**config.mk**
```make
export PLATFORM = sky130hd
export DESIGN_NAME = rsitp_front
export DESIGN_NICKNAME = d
export VERILOG_FILES = /design/src/rsitp_pkg.sv /design/src/rsitp_front.sv
export SDC_FILE = /design/constraint.sdc
export NUM_CORES = 1
export LEC_CHECK = 0
export BUFFER_PORTS_ARGS = -buffer_cell sky130_fd_sc_hd__buf_4
export CAP_MARGIN = 10
export CORE_MARGIN = 10
export CORE_UTILIZATION = 56
export DETAILED_ROUTE_END_ITERATION = 10
export GPL_ROUTABILITY_DRIVEN = 0
export PLACE_DENSITY = 0.84
export SYNTH_ARGS = -nofsm -noshare
export SYNTH_HDL_FRONTEND = slang
export SYNTH_SLANG_ARGS = --single-unit
```
**constraint.sdc**
```tcl
create_clock -name clock -period 18.2 [get_ports clock]
set_input_delay 0.91 -clock clock [delete_from_list [all_inputs] [get_ports clock]]
set_output_delay 0.91 -clock clock [all_outputs]
set_load 0.02 [all_outputs]
```
**src/rsitp_pkg.sv**
```systemverilog
// Package for the return stack and indirect target predictor.
// Holds payload and command types, branch-kind codes and default sizes.
// No dependencies; the front, back and top files reference it by scoped names.
package rsitp_pkg;

   // Default sizes (power of two for the indirect and call-size tables)
   localparam int RAS_DEPTH_DEF       = 32;
   localparam int INDIRECT_DEPTH_DEF  = 4096;
   localparam int CALL_SIZE_DEPTH_DEF = 1024;

   localparam int ADDR_W = 64;
   localparam int HIST_W = 12;
   localparam int SIZE_W = 4;

   localparam logic [SIZE_W-1:0] CALL_SIZE_RESET = 4'd4;
   localparam logic [SIZE_W-1:0] LIMIT_RESET     = 4'd10;

   // Opcodes
   localparam logic OP_PREDICT = 1'b0;
   localparam logic OP_UPDATE  = 1'b1;

   // Branch kinds; the spare code behaves as other
   localparam logic [2:0] KIND_DIRECT_JUMP   = 3'd0;
   localparam logic [2:0] KIND_INDIRECT      = 3'd1;
   localparam logic [2:0] KIND_CONDITIONAL   = 3'd2;
   localparam logic [2:0] KIND_DIRECT_CALL   = 3'd3;
   localparam logic [2:0] KIND_INDIRECT_CALL = 3'd4;
   localparam logic [2:0] KIND_RETURN        = 3'd5;
   localparam logic [2:0] KIND_OTHER         = 3'd6;
   localparam logic [2:0] KIND_SPARE         = 3'd7;

   typedef struct packed {
      logic              opcode;
      logic [ADDR_W-1:0] branch_address;
      logic [2:0]        branch_kind;
      logic [ADDR_W-1:0] resolved_target;
      logic              was_taken;
   } req_type;

   typedef struct packed {
      logic [ADDR_W-1:0] predicted_target;
      logic              predicted_always_taken;
      logic              prediction_valid;
   } rsp_type;

   // Decoded item as it travels from the front to the back
   typedef struct packed {
      logic              push;
      logic              ret_pred;
      logic              ind_pred;
      logic              ind_upd;
      logic              cond_upd;
      logic              ret_upd;
      logic              uncond;
      logic              taken;
      logic [ADDR_W-1:0] addr;
      logic [ADDR_W-1:0] target;
   } cmd_type;

   typedef struct packed {
      logic    valid;
      cmd_type cmd;
   } q_head_type;

   typedef struct packed {
      logic pop;
      logic clearing;
   } back_ctl_type;

endpackage

```
**src/rsitp_front.sv**
```systemverilog
// Front end: accepts request items, decodes them into commands and
// buffers them in a two-entry queue for the back end.
// Depends on rsitp_pkg.
module rsitp_front (
   input  logic                    clock,
   input  logic                    reset,
   input  logic                    req_valid,
   output logic                    req_stall,
   input  rsitp_pkg::req_type      req_payload,
   input  rsitp_pkg::back_ctl_type back_ctl,
   output rsitp_pkg::q_head_type   q_head
);

   rsitp_pkg::cmd_type ent_ff [2];
   logic               wr_ptr_ff, wr_ptr_in;
   logic               rd_ptr_ff, rd_ptr_in;
   logic [1:0]         cnt_ff, cnt_in;
   logic               accept;
   logic               is_pred;
   logic               is_indirect;
   rsitp_pkg::cmd_type dec;

   // Hold off new items while full or while the tables are being cleared
   assign req_stall = (cnt_ff == 2'd2) || back_ctl.clearing;
   assign accept    = req_valid && !req_stall;

   // Decode the item into the actions the back end carries out
   always_comb begin
      is_pred     = (req_payload.opcode == rsitp_pkg::OP_PREDICT);
      is_indirect = (req_payload.branch_kind == rsitp_pkg::KIND_INDIRECT) ||
                    (req_payload.branch_kind == rsitp_pkg::KIND_INDIRECT_CALL);
      dec.push     = is_pred &&
                     ((req_payload.branch_kind == rsitp_pkg::KIND_DIRECT_CALL) ||
                      (req_payload.branch_kind == rsitp_pkg::KIND_INDIRECT_CALL));
      dec.ret_pred = is_pred && (req_payload.branch_kind == rsitp_pkg::KIND_RETURN);
      dec.ind_pred = is_pred && is_indirect;
      dec.ind_upd  = !is_pred && is_indirect;
      dec.cond_upd = !is_pred &&
                     (req_payload.branch_kind == rsitp_pkg::KIND_CONDITIONAL);
      dec.ret_upd  = !is_pred && (req_payload.branch_kind == rsitp_pkg::KIND_RETURN);
      dec.uncond   = is_pred &&
                     (req_payload.branch_kind != rsitp_pkg::KIND_CONDITIONAL);
      dec.taken    = req_payload.was_taken;
      dec.addr     = req_payload.branch_address;
      dec.target   = req_payload.resolved_target;
   end

   // Advance queue pointers and count
   always_comb begin
      wr_ptr_in = wr_ptr_ff;
      rd_ptr_in = rd_ptr_ff;
      cnt_in    = cnt_ff;
      if (accept) begin
         wr_ptr_in = !wr_ptr_ff;
      end
      if (back_ctl.pop) begin
         rd_ptr_in = !rd_ptr_ff;
      end
      case ({accept, back_ctl.pop})
         2'b10:   cnt_in = cnt_ff + 2'd1;
         2'b01:   cnt_in = cnt_ff - 2'd1;
         default: cnt_in = cnt_ff;
      endcase
   end

   always_ff @(posedge clock) begin
      if (reset) begin
         wr_ptr_ff <= 1'b0;
         rd_ptr_ff <= 1'b0;
         cnt_ff    <= 2'd0;
      end else begin
         wr_ptr_ff <= wr_ptr_in;
         rd_ptr_ff <= rd_ptr_in;
         cnt_ff    <= cnt_in;
      end
   end

   // Store the decoded item
   always_ff @(posedge clock) begin
      if (accept) begin
         ent_ff[wr_ptr_ff] <= dec;
      end
   end

   assign q_head.valid = (cnt_ff != 2'd0);
   assign q_head.cmd   = ent_ff[rd_ptr_ff];

endmodule

```
* After elaboration in Yosys (flattened, before gate mapping) *
Memory sizes are Yosys's and may differ from the RTL's. A register that Yosys moved wholly into a read port is not among the register bits.
Index checks and enable logic that the tools add are counted.
Widths: inputs -> output; s select.

cells by class
  add/sub/neg operators = 2
  multipliers = 0
  divide/modulo/power cells = 0
  order comparisons = 0
  equal/unequal tests = 9
  shifts and indexed selects = 0
  mux-type cells = 5
  bitwise logic cells = 1
  reductions and logical operators = 16

operators with widths
  kind                 count
  $logic_and 1x1->1    8
  $eq 3x2->1 const B   2
  $eq 3x3->1 const B   2
  $eq 2x2->1 const B   2
  $mux 1               4
  $pmux 2 s2           1
  $reduce_bool 2->1    2
  $eq 3x1->1 const B   1
  $logic_not 1->1      3
  $logic_or 1x1->1     3
  $ne 3x2->1 const B   1
  $add 2x1->2 const B  1
  $eq 2x1->1 const B   1
  $sub 2x1->2 const B  1
  $not 1->1            1

word-level totals
  bits in registers = 4
  latch bits = 0
  memory bits (writable) = 272
  memory bits (read-only) = 0
  input port bits = 138
  output and inout bits = 138
  logic and storage cells = 37
  memories kept = 1

memory list
  name    depth  bits a word  rd ports  clocked after memory_dff  write ports  RTL line           RTL
  ent_ff  2      136          1         1                         1            rsitp_front.sv:14  rsitp_pkg::cmd_type ent_ff [2];

* Depth between registers and ports, before layout *
Gate-level depths: netlist (run 1).

  depth in word-level cells = 6
  mapped depth = 6
  mapped depth without buffers = 6

* Least setup slack after synthesis (run 1) *
OpenSTA, ideal clock, no wires.

  path kind = in2reg
  from = input port back_ctl[0] in the netlist's numbering
  to = memory ent_ff[0][0] in the netlist's numbering (enable)
  setup time = 634 ps
  arrival = 6790 ps
  required time = 17566 ps
  path slack = 10776 ps
  stages = 2
  buffers on the path = 0
  cells stage by stage = nand3b_1 > nor2_1

on the way
  cells in the longest elaborated chain, start to end = 5

ends and longest elaborated chain
  element                       RTL line           RTL
  from (decl)                   rsitp_front.sv:10  input rsitp_pkg::back_ctl_type back_ctl,
  $logic_or 1x1->1              rsitp_front.sv:24  assign req_stall = (cnt_ff == 2'd2) || back_ctl.clearing;
  $logic_not 1->1               rsitp_front.sv:25  assign accept = req_valid && !req_stall;
  $logic_and 1x1->1             rsitp_front.sv:25
  $mux 1                        rsitp_front.sv:80  if (accept) begin
  $mux 1 (implied by the code)  rsitp_front.sv:81  ent_ff[wr_ptr_ff] <= dec;
  to (decl)                     rsitp_front.sv:14

Every way passes these cells.

==> flow_summary.yaml, run 1 <==
status:
  status: "finished clean"
pwr:
  seqPwrFrac: 0.500
  p_int_mw: 1.159
  p_sw_mw: 0.3375
  clkPwrFrac: 0.366
  power.total_mw: 1.496
  comb_power_share: 0.134
  swShare: 0.2256
  p_per_area_nw_per_um2: 111.2
  ir_worst_vdd_mv: 0.1012
  cellLeakagePower_nw: 5.059
sta:
  finalSetupTns_ns: 0
  fmaxAchievable_mhz: 284.7
  fin_crit_sh: 0.1930
  clock_skew_ns: 0.006465
  drv_slew: 0
  rsz0062_at_grt: "false"
  hold_violations: 0
  tightest_slew_ns: 0.9282
  min_period_ns: 3.512
  relSlewSlack: 0.3812
  setup_viol: 0
yosys:
  ys_seq_elements: 277
  syn_nets: 600
  netlist_top_cells_area: "edfxtp_1 (80%), mux2_2 (11%), mux2_4 (5.9%)"
  syn_area_per_cell_um2: 22.25
  synth_area_um2: 10260
  synthArstFlopShare: 0
  yosysTopAreaCell: "edfxtp_1"
  syn_inst: 461
  synth_top_cells_by_count: "edfxtp_1 (272), mux2_2 (97), mux2_4 (40)"
  synth_edf_count: 272
  yosys_warnings: 0
  ys_types: 22
  yosysMostFrequentCell: "edfxtp_1"
  synth-main-ff-cell: "edfxtp_1"
  synth_top_cell_area_share: 0.7962
  synth.yosys.seq_area_share: 0.8060
setup_path:
  cp_cell_sequence: "buf_4 -> mux2_2 -> buf_4"
  rr_startpoint: "cnt_ff[0]"
  end_kind: "primary output"
  slowest_stage: "dfxtp_4"
  cp-start-kind: "flip-flop"
  worstPathArrival_ns: 2.60
  reg2reg_slack_ns: 16.07
  crit_family: "buffers and inverters"
  reg2reg_depth: 4
  path_common_cell: "buf_4"
  cp_slowest_stage_delay_ns: 0.71
  crit_buf_inv: 2
  worstPathMaxFanout: 57
  crit_type: "flip-flop to primary output"
  r2r-end: "ent_ff[0][66]"
  required_ns: 17.29
clocking:
  cts_buffers: 28
  cts_tree: "done"
  cts_root_buf: "clkbuf_16"
  cts_setup_buffers: 0
  clk_latency_ns: 0.52
  cts_sinks: 277
  htree_levels: 1
  hold_buffers: 0
  ctsResizeCount: 0
  clkSlewWorstSetupHoldPaths_ns: 0.06
  clk_path_buf_depth: 3
hold_path:
  hold_depth: 2
  hold_end: "rd_ptr_ff"
  min_from: "rd_ptr_ff"
  holdCritPathClass: "flip-flop to flip-flop"
drt:
  wl_met2_um: 11750
  wl_met3_um: 2785
  wirelength_um: 23550
  postRouteAntennaNets: 0
  wl_per_cell_um: 23.41
  vias: 5399
  vias_per_cell: 5.367
  dr.max_layer_used: "met4"
  first_pass_iters: 4
  drcViolationCount: 0
  wl_met1_um: 8360
  drtIter0Drc: 333
global_routing:
  grtUsageTotal: 0.1857
  grt_pass1_vias: 5965
  grt_pass1_wl_um: 34840
  overflow: 0
  grt_max_degree: 70
  antenna_found_initial: 0
finish:
  utilization: 0.7488
  antennaDiodeCount: 0
  layout-drive-gt1-share: 0.5959
  fillers: 1022
  syn2layout_area_growth_pct: 31.13
  nets: 896
placement:
  dp_hpwl_um: 16270
  port_buffers: 275
die:
  start_util: 0.5711
  die-height_um: 155.3
  die_x_um: 155.3
  core_area_um2: 17960
  boundaryPins: 276
  dieArea_um2: 24130
  fp-row-count: 49
job:
  maxCapViolations: 0
==> power by group through the flow <==
| stage | Clock [mW] | Sequential, mW | Combinational, mW |
|---|---|---|---|
| final | 0.548 | 0.748 | 0.201 |
| after CTS | 0.559 | 0.748 | 0.204 |
| after floorplan | 0 | 0.760 | 0.115 |
| after detailed placement | 0 | 0.761 | 0.202 |
| after global placement | 0 | 0.758 | 0.197 |
| after global routing | 0.587 | 0.750 | 0.213 |
==> worst register-to-register path: stages, from the launching register on <==
cell,delay (ns)
dfxtp_1,0.39
nand2b_1,0.16
nand3b_1,0.26
nor2_4,0.17
buf_4,0.68
==> layout by cell type (no fill, tap or decap), types with 3 or more instances in the layout <==
| master | synthesis | layout |
|---|---|---|
| mux2_2 | 97 | 97 |
| nor2_1 | 10 | 8 |
| clkinv_2 | 0 | 5 |
| dfxtp_1 | 5 | 4 |
| xnor2_1 | 3 | 3 |
| mux2_4 | 40 | 40 |
| a21oi_1 | 3 | 3 |
| edfxtp_1 | 272 | 272 |
| clkbuf_1 | 0 | 8 |
| clkbuf_16 | 0 | 29 |
| buf_4 | 0 | 281 |
==> cell type report <==
type	instances	area, um^2	area share
Sequential cell	277	8272	0.6149
Timing Repair Buffer	281	2110	0.1568
Clock inverter	11	107.6	0.007999
Tap cell	229	286.5	0.02130
Inverter	1	3.754	0.0002790
Multi-Input combinational cell	168	1889	0.1405
Clock buffer	39	783.3	0.05823
==> flip-flops by register name, summed over array words and instances (netlist names), named ones only <==
signal     cells
ent_ff       272
cnt_ff         2
rd_ptr_ff      1
wr_ptr_ff      1
==> worst max path at each step <==
stage	to	slack, ns	start	cells past startpoint
final	q_head[18]	14.69	flip-flop	3
after global routing	q_head[18]	14.56	flip-flop	3
after CTS	q_head[18]	14.62	flip-flop	3
after detailed placement	q_head[55]	15.22	flip-flop	3
after global placement	q_head[38]	15.27	flip-flop	3
after floorplan	ent_ff[0][0]	10.78	back_ctl[0]	2
==> per-layer routing <==
layer  up-vias  GRT usage
li1       2420          -
met5         -          0
met2       303     0.3141
met1      2627     0.2122
met4         0    0.06373
met3        49    0.07003
==> through the flow <==
stage | std cells | cell area [um^2] | worst slack (ns) | hold WS [ns]
after global placement | 956 | 12560 | 15.27 | 0.4788
final | 1006 | 13450 | 14.69 | 0.5159
after detailed placement | 956 | 12560 | 15.22 | 0.5021
after CTS | 1006 | 13450 | 14.62 | 0.5286
after global routing | 1006 | 13450 | 14.56 | 0.5411
after floorplan | 461 | 10260 | 10.78 | 0.4608
==> kinds of logic after synthesis <==
logic type	Yosys count	synth area share
flip-flops	277	0.8060
multiplexers	137	0.1650
AND/OR/NAND/NOR	22	0.01110
buffers and inverters	16	0.01134
AO/OA/AOI/OAI	4	0.001951
XOR/XNOR	4	0.003416
adder cells (fa/ha/maj)	1	0.001219
(Power assumes the default switching activity.)
==> run 2, diff against run 1 <==
CORE_UTILIZATION = 47   (was 56)
PLACE_DENSITY = 0.75   (was 0.84)
clock period = 2.95 ns   (was 18.2 ns; I/O delays follow)
==> flow_summary.yaml, run 2 (synthesis gave the netlist of run 1 again) <==
status:
  status: "finished clean"
drt:
  drtIter0Drc: 320
  vias: 5878
  wirelength_um: 24930
  first_pass_iters: 4
  postRouteAntennaNets: 0
  wl_per_cell_um: 21.02
  vias_per_cell: 4.956
  drcViolationCount: 0
placement:
  port_buffers: 275
  dp_hpwl_um: 15750
  dpl_cell_area_um2: 12690
job:
  maxCapViolations: 0
finish:
  mostFrequentLayoutCells: "buf_4 (275), edfxtp_1 (272), dlygate4sd3_1 (134), mux2_2 (97), mux2_4 (40)"
  nets: 1030
  largest-register: "ent_ff"
  syn2layout_area_growth_pct: 44.83
  largest_reg_flops: 272
  top_regs: "ent_ff: 272 flops, cnt_ff: 2 flops"
  layout-drive-gt1-share: 0.5050
  final_area_um2: 14860
  final_common_cell: "buf_4"
  fillers: 1339
global_routing:
  grt.busiest_layer: "met2"
  grtUsageTotal: 0.1674
  grt_max_degree: 71
  grt_pass1_wl_um: 37650
  grt_pass1_vias: 6647
  gr-usage-met3: 0.04471
  grt_use_met1: 0.1864
  met2_usage: 0.2964
  overflow: 0
  antenna_found_initial: 4
die:
  die_x_um: 167.7
  core_area_um2: 21220
  die-height_um: 167.7
  start_util: 0.4834
  fp-row-count: 53
  boundaryPins: 276
  dieArea_um2: 28140
sta:
  rsz0062_at_grt: "false"
  finalSetupTns_ns: 0
  relSlewSlack: 0.6711
  hold_violations: 0
  clock_skew_ns: 0.01542
  fmaxAchievable_mhz: 427.0
  fin_crit_sh: 0.7939
  drv_slew: 0
  min_period_ns: 2.342
  tightest_slew_ns: 0.4933
  setup_viol: 0
setup_path:
  cp_slowest_stage_delay_ns: 0.66
  cp_cell_sequence: "buf_12 -> mux2_2 -> buf_4"
  end_kind: "primary output"
  crit_type: "flip-flop to primary output"
  reg2reg_slack_ns: 1.14
  cp-start-kind: "flip-flop"
  reg2reg_depth: 4
  required_ns: 2.80
  slowest_stage: "dfxtp_4"
  worstPathMaxFanout: 57
  worstPathArrival_ns: 2.19
pwr:
  comb_power_share: 0.154
  p_int_mw: 7.069
  cellLeakagePower_nw: 5.606
  p_sw_mw: 2.119
  p_per_area_nw_per_um2: 618.4
  clkPwrFrac: 0.345
  seqPwrFrac: 0.501
  power.total_mw: 9.188
  ir_worst_vdd_mv: 0.5080
  swShare: 0.2306
clocking:
  cts_root_buf: "clkbuf_16"
  clk_path_buf_depth: 3
  cts_sinks: 277
  clkSlewWorstSetupHoldPaths_ns: 0.06
  ctsResizeCount: 0
  htree_levels: 1
  cts_tree: "done"
  clk_latency_ns: 0.54
  cts_buffers: 28
hold_path:
  hold_depth: 3
  holdCritPathClass: "primary input to flip-flop"
## run 2: cell count changes in the layout (fill, tap and decap cells not counted), moves of 2 or more
cell	previous run	this run
dlygate4sd3_1	0	134
clkbuf_8	2	0
clkinv_1	2	6
buf_12	0	6
clkbuf_1	8	6
clkinvlp_4	2	0
diode_2	0	4
buf_4	281	275
## run 2: layout make-up
class	instances	area, um^2	share of cell area
clock inverters	12	88.84	0.005979
repair buffers	415	3526	0.2373
diodes	4	10.01	0.0006737
well taps	275	344.1	0.02316
multi-input cells	168	1889	0.1272
clock buffers	34	723.2	0.04867
inverters	1	3.754	0.0002526
flip-flops and latches	277	8273	0.5568
## run 2: critical path: cells and delay by family (launching register included)
family | cells | cell delay (ns)
buffers and inverters | 2 | 0.54
flip-flops | 1 | 0.66
multiplexers | 1 | 0.42
## run 2: routing by layer
metal	wire [um]	up-vias	part of all wire
met3	1605	58	0.064
met5	0	-	0
met2	13270	229	0.53
met4	774	0	0.031
met1	9277	2903	0.37
li1	-	2688	-
## run 2: metrics by stage
| step | hold slack (ns) | utilization | cells | setup WS, ns |
|---|---|---|---|---|
| floorplan | 0.2125 | - | 461 | -0.2229 |
| global placement | 0.3323 | 0.5982 | 1002 | 1.192 |
| detailed placement | 0.3352 | 0.5982 | 1002 | 1.141 |
| CTS | 0.02317 | 0.6997 | 1182 | 0.5680 |
| global route | 0.03804 | 0.7002 | 1186 | 0.4917 |
| finish | 0.04864 | 0.7002 | 1186 | 0.6080 |
## run 2: path summary, 6_finish.rpt
kind                   start        endpoint
max                flip-flop      q_head[13]
min          req_payload[67]  ent_ff[0][130]
max reg2reg        cnt_ff[0]   ent_ff[1][93]
min reg2reg        rd_ptr_ff       rd_ptr_ff
## run 2: power groups by stage
stage	Sequential, mW	Clock, mW	Combinational [mW]
2_1_floorplan	4.66	0	0.711
3_3_place_gp	4.67	0	1.24
3_5_place_dp	4.69	0	1.27
4_1_cts	4.60	3.25	1.42
5_1_grt	4.62	3.41	1.50
6_report	4.60	3.17	1.42
## run 2: what timing repair did
action / CTS / global route
endpoints found under the hold margin: 273 / 0
hold buffers: 134 / 0
setup buffers: 0 / 0
